**src/dfl_box_pkg.sv**
```systemverilog
package dfl_box_pkg;

  localparam int unsigned NumBins    = 16;
  localparam int unsigned NumClasses = 80;
  localparam int unsigned BinW       = $clog2(NumBins);
  localparam int unsigned ExpSteps   = 12;
  localparam int unsigned DvdW       = 40;
  localparam int unsigned DvsW       = 21;
  localparam int unsigned QuoW       = 17;

  localparam logic [15:0] BoxMax = 16'sd32767;
  localparam logic [15:0] BoxMin = 16'h C000;

  typedef enum logic [0:0] {
    REQ_BIN   = 1'b0,
    REQ_CLASS = 1'b1
  } req_type_e;

  typedef enum logic [0:0] {
    KIND_BOX   = 1'b0,
    KIND_SCORE = 1'b1
  } result_kind_e;

  typedef enum logic [3:0] {
    ST_IDLE,
    ST_SIG_MUL,
    ST_SIG_W,
    ST_MAX,
    ST_EXP,
    ST_ACC,
    ST_DIV,
    ST_BOX,
    ST_EMIT
  } state_e;

  typedef struct packed {
    logic               req_type;
    logic [1:0]         side;
    logic [3:0]         bin;
    logic [6:0]         class_index;
    logic signed [15:0] logit_value;
    logic [7:0]         anchor_x_half;
    logic [7:0]         anchor_y_half;
    logic [1:0]         stride_code;
    logic               last_row;
  } in_req_t;

  typedef struct packed {
    logic               result_kind;
    logic signed [15:0] box_x1;
    logic signed [15:0] box_y1;
    logic signed [15:0] box_x2;
    logic signed [15:0] box_y2;
    logic [15:0]        class_score;
    logic [6:0]         score_class;
    logic               end_of_set;
  } out_res_t;

  // e^-i in Q16
  function automatic logic [16:0] exp_int(input logic [3:0] i);
    logic [16:0] v;
    begin
      case (i)
        4'd0:    v = 17'd65536;
        4'd1:    v = 17'd24109;
        4'd2:    v = 17'd8869;
        4'd3:    v = 17'd3263;
        4'd4:    v = 17'd1200;
        4'd5:    v = 17'd442;
        4'd6:    v = 17'd162;
        4'd7:    v = 17'd60;
        4'd8:    v = 17'd22;
        4'd9:    v = 17'd8;
        4'd10:   v = 17'd3;
        4'd11:   v = 17'd1;
        default: v = 17'd0;
      endcase
      return v;
    end
  endfunction

  // e^(-k/16) in Q16
  function automatic logic [16:0] exp_frac(input logic [3:0] k);
    logic [16:0] v;
    begin
      case (k)
        4'd0:    v = 17'd65536;
        4'd1:    v = 17'd61565;
        4'd2:    v = 17'd57835;
        4'd3:    v = 17'd54331;
        4'd4:    v = 17'd51039;
        4'd5:    v = 17'd47947;
        4'd6:    v = 17'd45042;
        4'd7:    v = 17'd42313;
        4'd8:    v = 17'd39750;
        4'd9:    v = 17'd37341;
        4'd10:   v = 17'd35079;
        4'd11:   v = 17'd32953;
        4'd12:   v = 17'd30957;
        4'd13:   v = 17'd29081;
        4'd14:   v = 17'd27319;
        default: v = 17'd25664;
      endcase
      return v;
    end
  endfunction

endpackage

```
**src/dfl_box_decode_sigmoid_core.sv**
```systemverilog
// Box decoder for distribution bin logits, with sigmoid class scores.
// Input channel: in_valid_i / in_stall_o carry one request (in_data_i).
// Output channel: out_valid_o / out_stall_i carry one result (out_data_o).
// A bin request other than the last bin of a side is stored on acceptance and
// gives no result. A class request runs a table exponential (SIG_MUL, SIG_W)
// and the shared restoring divider, then goes to the output register.
// The last bin of a side runs a max pass, an exponential pass (EXP and ACC
// for each bin) and the divider; side three then adds box arithmetic and
// the output register. A class request whose class number is out of range
// is dropped. in_stall_o is high from the request's acceptance until its
// result sits in the output register, or for sides without a result until
// the divider ends, so no request is taken before the last one is through.
// When the receiver stalls, the result holds there and a
// further finished result waits in the sequencer until the register frees.
// Reset clears the sequencer and output valid; the logit store and side
// distances hold no reset value and must be written before use.
module dfl_box_decode_sigmoid_core (
  input  logic                 clk_i,
  input  logic                 rst_ni,
  input  logic                 in_valid_i,
  output logic                 in_stall_o,
  input  dfl_box_pkg::in_req_t in_data_i,
  output logic                 out_valid_o,
  input  logic                 out_stall_i,
  output dfl_box_pkg::out_res_t out_data_o
);

  dfl_box_pkg::state_e state_q, state_d;

  logic signed [15:0] store_q [dfl_box_pkg::NumBins];
  logic [15:0]        dist_q  [4];

  dfl_box_pkg::in_req_t  req_q;
  dfl_box_pkg::out_res_t res_q, res_d;
  dfl_box_pkg::out_res_t out_q;
  logic                  out_valid_q;

  logic [5:0]         cnt_q, cnt_d;
  logic signed [15:0] mx_q, mx_d;
  logic [33:0]        prod_q;
  logic               big_q;
  logic [20:0]        sum_q, sum_d;
  logic [23:0]        wsum_q, wsum_d;
  logic [dfl_box_pkg::DvdW-1:0] dvd_q, dvd_d;
  logic [dfl_box_pkg::DvsW-1:0] dvs_q, dvs_d;
  logic [dfl_box_pkg::DvsW-1:0] rem_q, rem_d;
  logic [dfl_box_pkg::QuoW-1:0] quo_q, quo_d;

  logic accept, out_free;
  assign accept   = in_valid_i && !in_stall_o;
  assign out_free = !out_valid_q || !out_stall_i;
  assign in_stall_o = (state_q != dfl_box_pkg::ST_IDLE);

  // shared exponential front end
  logic signed [15:0] cur_logit;
  logic [16:0]        d_exp;
  logic [17:0]        d_rnd;
  logic [13:0]        q_exp;
  logic [16:0]        w_cur;
  logic [15:0]        quo_sat;
  logic [21:0]        rem_sh;
  logic               qbit;

  assign cur_logit = store_q[cnt_q[dfl_box_pkg::BinW-1:0]];

  always_comb begin
    if (state_q == dfl_box_pkg::ST_SIG_MUL) begin
      d_exp = req_q.logit_value[15] ? 17'(-{req_q.logit_value[15], req_q.logit_value})
                                    : 17'({1'b0, req_q.logit_value});
    end else begin
      d_exp = 17'({mx_q[15], mx_q} - {cur_logit[15], cur_logit});
    end
    d_rnd = {1'b0, d_exp} + 18'd8;
    q_exp = d_rnd[17:4];
    w_cur = big_q ? 17'd0 : 17'((prod_q + 34'd32768) >> 16);
  end

  // restoring divider step
  always_comb begin
    rem_sh = {rem_q, dvd_q[dfl_box_pkg::DvdW-1]};
    qbit   = (rem_sh >= {1'b0, dvs_q});
    quo_d  = {quo_q[dfl_box_pkg::QuoW-2:0], qbit};
    quo_sat = quo_d[16] ? 16'hFFFF : quo_d[15:0];
  end

  // box edges
  function automatic logic [15:0] edge_calc(input logic [7:0] half, input logic [15:0] dist_in,
                                            input logic plus, input logic [1:0] scode);
    logic signed [21:0] n;
    logic signed [27:0] s;
    logic signed [19:0] v;
    begin
      n = plus ? (22'sd0 + $signed({3'b0, half, 11'b0}) + $signed({6'b0, dist_in}))
               : (22'sd0 + $signed({3'b0, half, 11'b0}) - $signed({6'b0, dist_in}));
      case (scode)
        2'd0:    s = 28'(n) <<< 3;
        2'd1:    s = 28'(n) <<< 4;
        default: s = 28'(n) <<< 5;
      endcase
      s = s + 28'sd128;
      v = 20'(s >>> 8);
      if (v > 20'sd32767)       return dfl_box_pkg::BoxMax;
      else if (v < -20'sd16384) return dfl_box_pkg::BoxMin;
      else                      return v[15:0];
    end
  endfunction

  // next state
  always_comb begin
    state_d = state_q;
    case (state_q)
      dfl_box_pkg::ST_IDLE: begin
        if (accept) begin
          if (in_data_i.req_type == dfl_box_pkg::REQ_CLASS) begin
            if (32'(in_data_i.class_index) < dfl_box_pkg::NumClasses)
              state_d = dfl_box_pkg::ST_SIG_MUL;
          end else if (32'(in_data_i.bin) == dfl_box_pkg::NumBins - 1) begin
            state_d = dfl_box_pkg::ST_MAX;
          end
        end
      end
      dfl_box_pkg::ST_SIG_MUL: state_d = dfl_box_pkg::ST_SIG_W;
      dfl_box_pkg::ST_SIG_W:   state_d = dfl_box_pkg::ST_DIV;
      dfl_box_pkg::ST_MAX: begin
        if (32'(cnt_q) == dfl_box_pkg::NumBins - 1) state_d = dfl_box_pkg::ST_EXP;
      end
      dfl_box_pkg::ST_EXP: state_d = dfl_box_pkg::ST_ACC;
      dfl_box_pkg::ST_ACC: begin
        state_d = (32'(cnt_q) == dfl_box_pkg::NumBins - 1) ? dfl_box_pkg::ST_DIV
                                                           : dfl_box_pkg::ST_EXP;
      end
      dfl_box_pkg::ST_DIV: begin
        if (32'(cnt_q) == dfl_box_pkg::DvdW - 1) begin
          if (req_q.req_type == dfl_box_pkg::REQ_CLASS) state_d = dfl_box_pkg::ST_EMIT;
          else if (req_q.side == 2'd3)                  state_d = dfl_box_pkg::ST_BOX;
          else                                          state_d = dfl_box_pkg::ST_IDLE;
        end
      end
      dfl_box_pkg::ST_BOX:  state_d = dfl_box_pkg::ST_EMIT;
      dfl_box_pkg::ST_EMIT: if (out_free) state_d = dfl_box_pkg::ST_IDLE;
      default:              state_d = dfl_box_pkg::ST_IDLE;
    endcase
  end

  // datapath controls
  always_comb begin
    cnt_d  = cnt_q;
    mx_d   = mx_q;
    sum_d  = sum_q;
    wsum_d = wsum_q;
    dvd_d  = dvd_q;
    dvs_d  = dvs_q;
    rem_d  = rem_q;
    res_d  = res_q;
    case (state_q)
      dfl_box_pkg::ST_IDLE: cnt_d = '0;
      dfl_box_pkg::ST_SIG_W: begin
        dvs_d = 21'd65536 + 21'(w_cur);
        if (!req_q.logit_value[15]) dvd_d = 40'h1_0000_0000 + 40'(dvs_d >> 1);
        else                        dvd_d = 40'({w_cur, 16'b0}) + 40'(dvs_d >> 1);
        rem_d = '0;
        cnt_d = '0;
      end
      dfl_box_pkg::ST_MAX: begin
        if (cnt_q == '0 || cur_logit > mx_q) mx_d = cur_logit;
        cnt_d  = (32'(cnt_q) == dfl_box_pkg::NumBins - 1) ? 6'd0 : cnt_q + 6'd1;
        sum_d  = '0;
        wsum_d = '0;
      end
      dfl_box_pkg::ST_ACC: begin
        sum_d  = sum_q + 21'(w_cur);
        wsum_d = wsum_q + 24'(w_cur) * 24'(cnt_q[dfl_box_pkg::BinW-1:0]);
        cnt_d  = cnt_q + 6'd1;
        if (32'(cnt_q) == dfl_box_pkg::NumBins - 1) begin
          dvs_d = sum_d;
          dvd_d = 40'({wsum_d, 12'b0}) + 40'(sum_d >> 1);
          rem_d = '0;
          cnt_d = '0;
        end
      end
      dfl_box_pkg::ST_DIV: begin
        rem_d = qbit ? 21'(rem_sh - {1'b0, dvs_q}) : rem_sh[20:0];
        dvd_d = {dvd_q[dfl_box_pkg::DvdW-2:0], 1'b0};
        cnt_d = cnt_q + 6'd1;
        if (32'(cnt_q) == dfl_box_pkg::DvdW - 1) begin
          res_d             = '0;
          res_d.end_of_set  = req_q.last_row;
          res_d.result_kind = dfl_box_pkg::KIND_SCORE;
          res_d.class_score = quo_sat;
          res_d.score_class = req_q.class_index;
        end
      end
      dfl_box_pkg::ST_BOX: begin
        res_d             = '0;
        res_d.result_kind = dfl_box_pkg::KIND_BOX;
        res_d.end_of_set  = req_q.last_row;
        res_d.box_x1 = edge_calc(req_q.anchor_x_half, dist_q[0], 1'b0, req_q.stride_code);
        res_d.box_y1 = edge_calc(req_q.anchor_y_half, dist_q[1], 1'b0, req_q.stride_code);
        res_d.box_x2 = edge_calc(req_q.anchor_x_half, dist_q[2], 1'b1, req_q.stride_code);
        res_d.box_y2 = edge_calc(req_q.anchor_y_half, dist_q[3], 1'b1, req_q.stride_code);
      end
      default: ;
    endcase
  end

  always_ff @(posedge clk_i or negedge rst_ni) begin
    if (!rst_ni) begin
      state_q     <= dfl_box_pkg::ST_IDLE;
      out_valid_q <= 1'b0;
      cnt_q       <= '0;
    end else begin
      state_q <= state_d;
      cnt_q   <= cnt_d;
      if (state_q == dfl_box_pkg::ST_EMIT && out_free) out_valid_q <= 1'b1;
      else if (!out_stall_i)                         out_valid_q <= 1'b0;
    end
  end

  always_ff @(posedge clk_i) begin
    if (accept) begin
      req_q <= in_data_i;
      if (in_data_i.req_type == dfl_box_pkg::REQ_BIN)
        store_q[in_data_i.bin] <= in_data_i.logit_value;
    end
    prod_q <= 34'(dfl_box_pkg::exp_int(q_exp[7:4]) * dfl_box_pkg::exp_frac(q_exp[3:0]));
    big_q  <= (q_exp[13:4] >= 10'(dfl_box_pkg::ExpSteps));
    mx_q   <= mx_d;
    sum_q  <= sum_d;
    wsum_q <= wsum_d;
    dvd_q  <= dvd_d;
    dvs_q  <= dvs_d;
    rem_q  <= rem_d;
    quo_q  <= (state_q == dfl_box_pkg::ST_DIV) ? quo_d : '0;
    res_q  <= res_d;
    if (state_q == dfl_box_pkg::ST_DIV && 32'(cnt_q) == dfl_box_pkg::DvdW - 1 &&
        req_q.req_type == dfl_box_pkg::REQ_BIN)
      dist_q[req_q.side] <= quo_sat;
    if (state_q == dfl_box_pkg::ST_EMIT && out_free) out_q <= res_q;
  end

  assign out_valid_o = out_valid_q;
  assign out_data_o  = out_q;

endmodule

```
**config.mk**
```make
export PLATFORM = sky130hd
export DESIGN_NAME = dfl_box_decode_sigmoid_core
export DESIGN_NICKNAME = d
export VERILOG_FILES = /design/src/dfl_box_pkg.sv /design/src/dfl_box_decode_sigmoid_core.sv
export SDC_FILE = /design/constraint.sdc
export NUM_CORES = 2
export LEC_CHECK = 0
export BUFFER_PORTS_ARGS = -buffer_cell sky130_fd_sc_hd__buf_2
export CORE_UTILIZATION = 50
export CTS_BUF_LIST = sky130_fd_sc_hd__clkbuf_8
export DETAILED_ROUTE_END_ITERATION = 16
export PLACE_DENSITY = 0.66
export SYNTH_ARGS = -nofsm -noshare
export SYNTH_HDL_FRONTEND = slang
export SYNTH_SLANG_ARGS = --single-unit
```
**constraint.sdc**
```tcl
create_clock -name clk_i -period 15.53 [get_ports clk_i]
set_input_delay 0.7765 -clock clk_i [delete_from_list [all_inputs] [get_ports clk_i]]
set_output_delay 0.7765 -clock clk_i [all_outputs]
set_load 0.005 [all_outputs]
```
== After elaboration in Yosys (flattened, before gate mapping) ==
Memory sizes are Yosys's and may differ from the RTL's.
Cells that the tools add are included.

* Flip-flop bits (word level): 427
* RAM bits: 320
* Memory bits (read-only): 512
* Word-level logic and storage cells: 173
* Memories: 4

{| class="wikitable"
|+ Memory list
! memory !! depth !! bits a word !! read ports !! clocked after Yosys merged registers in !! wr ports !! line !! text
|-
| (name not given) || 16 || 17 || 1 || 0 || 0 || dfl_box_pkg.sv:86 || <nowiki>case (k)</nowiki>
|-
| store_q || 16 || 16 || 1 || 0 || 1 || dfl_box_decode_sigmoid_core.sv:30 || <nowiki>logic signed [15:0] store_q [dfl_box_pkg::NumBins];</nowiki>
|-
| (name not given) || 16 || 15 || 1 || 0 || 0 || dfl_box_pkg.sv:63 || <nowiki>case (i)</nowiki>
|-
| dist_q || 4 || 16 || 4 || 0 || 1 || dfl_box_decode_sigmoid_core.sv:31 || <nowiki>logic [15:0] dist_q [4];</nowiki>
|}

* Add/subtract/negate cells: 20
* Multiply operators: 2
* Magnitude comparators: 12
* Equality and inequality tests: 21
* Muxes and demuxes: 52
* Bitwise logic cells: 1
* Reductions and logical operators: 25

{| class="wikitable"
|+ Operators with widths
! operator !! number
|-
| 89-bit one-hot mux with 2 select lines || 1
|-
| 16-bit 2-to-1 mux || 9
|-
| 24-bit one-hot mux with 2 select lines || 3
|-
| 40-bit one-hot mux with 3 select lines || 1
|-
| 28-bit by 9-bit adder with 28-bit output (second input constant) || 4
|-
| 28-bit 2-to-1 mux || 4
|-
| 25-bit one-hot mux with 2 select lines || 2
|-
| 89-bit 2-to-1 mux || 1
|-
| 21-bit one-hot mux with 2 select lines || 2
|-
| 20-bit by 16-bit greater-than comparator with 1-bit output (second input constant) || 4
|-
| 20-bit by 15-bit less-than comparator with 1-bit output (second input constant) || 4
|-
| 21-bit 2-to-1 mux || 3
|-
| 21-bit one-hot mux with 3 select lines || 1
|-
| 17-bit 2-to-1 mux || 3
|-
| 19-bit by 16-bit adder with 20-bit output || 2
|-
| 40-bit 2-to-1 mux || 1
|-
| 19-bit by 16-bit subtractor with 20-bit output || 2
|-
| 36-bit by 20-bit adder with 37-bit output || 1
|-
| 4-bit one-hot mux with 9 select lines || 1
|-
| 33-bit by 17-bit adder with 34-bit output || 1
|-
| 33-bit by 17-bit adder with 34-bit output (first input constant) || 1
|-
| 34-bit 2-to-1 mux || 1
|-
| 33-bit by 16-bit adder with 33-bit output (second input constant) || 1
|-
| 17-bit by 17-bit multiplier with 33-bit output || 1
|-
| other kinds (43) || 79
|}

== Longest topological paths before layout ==
An unclocked memory read counts as a cell.

* Depth in word-level cells: 9
* Mapped depth: 47
* Mapped depth without buffers: 44

== Worst setup path before layout ==
No wires, ideal clock.

* Path type: flip-flop to flip-flop
* Start point: register cnt_q[0]
* End point: register prod_q[32]
* Setup time: 0.130 ns
* Data arrival time: 11.447 ns
* Slack: 3.953 ns
* Stages on the path, launching flop included: 44
* Buffers on the path: 4
* Cells stage by stage: dfrtp_1 -> buf_4 -> buf_1 -> buf_1 -> mux4_2 -> mux4_2 -> inv_1 -> ha_1 -> a21o_1 -> a21oi_1 -> o21bai_1 -> or3_1 -> mux2i_1 -> nor2_1 -> xor2_1 -> inv_1 -> ha_1 -> clkbuf_1 -> [... 8 more ...] -> fa_1 -> fa_1 -> inv_1 -> fa_1 -> inv_1 -> ha_1 -> a21o_1 -> a21oi_1 -> nor3b_1 -> o41ai_1 -> a311oi_1 -> o31ai_1 -> a31oi_1 -> nor2b_1 -> o21a_1 -> o21a_1 -> o41ai_1 -> xnor3_1

* Cells in the longest elaborated chain, start to end: 6
* Elaborated cells on any way between the ends: 7
* Classes of those cells: add/sub: 2; mul: 1; mux: 1; memory: 3

{| class="wikitable"
|+ Ends and longest elaborated chain
! what !! line !! text
|-
| start, declared || dfl_box_decode_sigmoid_core.sv:38 || <nowiki>logic [5:0] cnt_q, cnt_d;</nowiki>
|-
| start signal, assigned || dfl_box_decode_sigmoid_core.sv:213 || <nowiki>cnt_q <= cnt_d;</nowiki>
|-
| memory read 16 x 16 bit * || n/a ||
|-
| named net cur_logit[2] || dfl_box_decode_sigmoid_core.sv:55 || <nowiki>logic signed [15:0] cur_logit;</nowiki>
|-
| 16-bit by 16-bit subtractor with 17-bit output * || dfl_box_decode_sigmoid_core.sv:71 || <nowiki>d_exp = 17'({mx_q[15], mx_q} - {cur_logit[15], cur_logit});</nowiki>
|-
| 17-bit 2-to-1 mux * || dfl_box_decode_sigmoid_core.sv:67 || <nowiki>if (state_q == dfl_box_pkg::ST_SIG_MUL) begin</nowiki>
|-
| 17-bit by 4-bit adder with 18-bit output * || dfl_box_decode_sigmoid_core.sv:73 || <nowiki>d_rnd = {1'b0, d_exp} + 18'd8;</nowiki>
|-
| memory read 16 x 15 bit or memory read 16 x 17 bit (tied branches) || n/a ||
|-
| 17-bit by 17-bit multiplier with 33-bit output * || dfl_box_decode_sigmoid_core.sv:225 || <nowiki>prod_q <= 34'(dfl_box_pkg::exp_int(q_exp[7:4]) * dfl_box_pkg::exp_frac(q_exp[3:0]));</nowiki>
|-
| end signal, assigned || dfl_box_decode_sigmoid_core.sv:225 ||
|-
| end, declared || dfl_box_decode_sigmoid_core.sv:40 || <nowiki>logic [33:0] prod_q;</nowiki>
|}

Mark *: on every way through the listed nets, which the timed path passes. The rest lies on a longest branch.
A chain may end at the register's enable or synchronous reset.

== Final worst setup path ==
Same ends and word-level chain as after synthesis.

==> results.cfg <==
[sta]
max_slew.worst_pin.slew_ps = 1360
rsz0062_at_grt = no
post-route-period-util_pct = 85.7
timing_max_transition_violations_final = 0
setup-violations-final = 0
totalNegativeSetupSlack_ps = 0
fmaxAchievable_mhz = 75.1
relSlewSlack_pct = 8.68
report.final.hold_viol_count = 0
clock_skew_ps = 71.0
timing.final.crit_period_ps = 13310

[synthesis]
synthesized_flop_and_latch_total = 728
synth_top_family_by_area = adder cells
proportion_of_synthesized_area_in_mux_cells_pct = 5.21
syn_avg_cell_area_um2 = 11.4
synth_area_in_simple_gates_pct = 12.8
ys_dominant_reg_cell = edfxtp_1
synthAdderAreaFrac_pct = 17.5
post_synth_num_cell_types = 100
synthesis.yosys.warnings = 0
synth_area_mm2 = 0.0464
synthCells = 4082
ys_seq_area_share_pct = 46.2
synth-xor-area-share_pct = 4.40
synth_edf_count = 682
synth-async-reset-ratio_pct = 1.51
synth-compound-area-share_pct = 9.18

[route]
dr_vias = 31200
post-route-drc-count = 0
avgViaCountPerCell = 5.58
drt-total-wl_um = 113000
drtAntennaViolNets = 0
detail_route.iter0.violations = 2374
drt_pre_antenna_iters = 5
avg_wl_per_cell_um = 20.2

[run]
cap_viol_max_count = 0

[placement]
detailedPlacementHpwl_um = 81500
place.port_buffers = 143
dpl.cell_count = 5370
place.gp.congestion = 0.988

[global_route]
grt_use_total_pct = 24.2
antenna_found_initial = 7
first_global_vias = 30600
grt_start_max_net_pins = 95
grt_remaining_overflow = 0
grt_pass1_wl_um = 175000

[cells_and_area]
final_common_cell = edfxtp_1
layout.cells.most_common_list = 682 x edfxtp_1, 436 x inv_1, 373 x nand2_1
area.growth.synth_to_final_pct = 9.98
finalNonFillerCells = 5593
fin_nets = 4806
layout-drive-gt1-share_pct = 12.5
nFillCells = 7813

[floorplanning]
design.portCount = 144
start_util_pct = 50.5
die-height_um = 307
die_w_um = 307
core_area_mm2 = 0.0918
die_area_mm2 = 0.0940
fp-row-count = 111

[worst_setup_path]
endpoint_kind = register
critical_path_fanouts_max = 54
crit_path_frequent_cell = fa_1
worst_path_class_setup = register to register
arrival_ps = 14020
cp.required_ps = 16240
kind_of_start_point_of_the_critical_path = register
cp_slowest_stage_delay_ps = 1080
worst_path_max_delay_cell = dfrtp_4

[clock_network]
clkLatencyLatePin_ps = 830
cts_tree = done
clk_pin_slew_ps = 60
num_cts_buffers = 120
clock_tree.root_cell = clkbuf_8
cts-htree-levels = 3
clock_path_buffers = 3
post_cts.repair.setup_buffers = 0
cts_sinks = 728
postCtsResizedCells = 0

[status]
run_status = finished, final reports clean

[worst_hold_path]
hold_path_class = input pin to register
==> stage by stage <==
step	setup WS, ps	instance area [um2]	utilization, %	hold WS, ps
3_3_place_gp	2530	48600	53.0	401
3_5_place_dp	2230	48600	53.0	405
4_1_cts	2250	51000	55.6	38.9
6_report	2220	51000	55.6	117
5_1_grt	1410	51000	55.6	69.3
2_1_floorplan	3950	46400	-	400
==> area by class of cell <==
cell class	instances	area, um2	area share, %
antenna	2	5.00	0.00981
inverter	407	1530	2.99
timing repair buffer	203	1170	2.29
clock inverter	95	662	1.30
multi-input combinational	2790	22900	44.9
tap	1243	1560	3.05
sequential	728	21500	42.1
clock buffer	125	1720	3.37
==> kinds of logic (layout without fill, tap and decap cells) <==
| group | count (synthesis) | after routing |
|---|---|---|
| compound gates | 646 | 646 |
| other cells | 1 | 4 |
| mux | 147 | 147 |
| simple gates | 1263 | 1263 |
| xor+xnor | 229 | 229 |
| flops | 728 | 728 |
| fa+ha+maj | 503 | 503 |
| buf+inv | 565 | 830 |
==> critical path, delay by kind of cell (launching register included) <==
| family | cells | cell delay, ps |
|---|---|---|
| and+or+nand+nor | 8 | 2680 |
| buffers and inverters | 5 | 730 |
| AOI/OAI and AO/OA | 13 | 2840 |
| adders and majority gates | 8 | 3740 |
| xor gates and xnor gates | 2 | 1020 |
| muxes | 2 | 1060 |
| DFF | 1 | 1080 |
==> state kept, by name (all words and copies together), names as in the netlist, 24 cells and up <==
name / cells
res_q: 89
store_q: 256
dist_q: 60
dvd_q: 40
wsum_q: 24
out_data_o: 89
req_q: 45
==> what timing repair did <==
item / 4_1_cts / 5_1_grt
endpoints found under the hold margin: 11 / 0
setup endpoints to repair: 0 / 0
hold buffers: 1 / 0
==> cell usage after synthesis (all sizes together), types with 21 or more instances <==
master	count	area share (%)
edfxtp	682	44
inv	405	3.3
nor2	379	3.1
nand2	375	3.0
ha	262	7.1
fa	241	10
a21oi	169	1.8
o21ai	160	1.7
xnor2	128	2.4
clkbuf	111	0.90
xor2	100	1.9
and2	95	1.3
nor3	85	0.97
nand3	77	0.83
mux4	75	3.6
mux2i	67	1.4
a21o	47	0.76
buf	47	0.46
nor2b	41	0.55
or2	39	0.53
dfxtp	35	1.5
nand2b	32	0.43
and3	30	0.40
o21a	29	0.47
o211ai	28	0.46
nor4	27	0.41
or3	22	0.30
o221ai	21	0.40
==> worst paths after layout <==
check,startpoint,slack [ps],depth (start not counted),end
max in group asynchronous,rst_ni,14780,2,cnt_q[1]
min reg2reg,res_q[51],410,0,out_data_o[51]
max,cnt_q[0],2220,38,prod_q[32]
min,in_data_i[3],120,1,req_q[3]
min in group asynchronous,rst_ni,480,2,state_q[3]
max reg2reg,cnt_q[0],2220,38,prod_q[32]
==> routing by layer <==
layer / vias to the layer above / global-route usage, % / share of wire (%)
li1: 14800 / - / -
met1: 15200 / 33.4 / 44
met2: 997 / 37.9 / 46
met3: 204 / 5.14 / 6.9
met4: 10 / 8.35 / 3.1
met5: - / 0 / 0.072
Power is not shown: default switching activity piles up to over one toggle a cycle in this logic, so the estimate is an artifact.
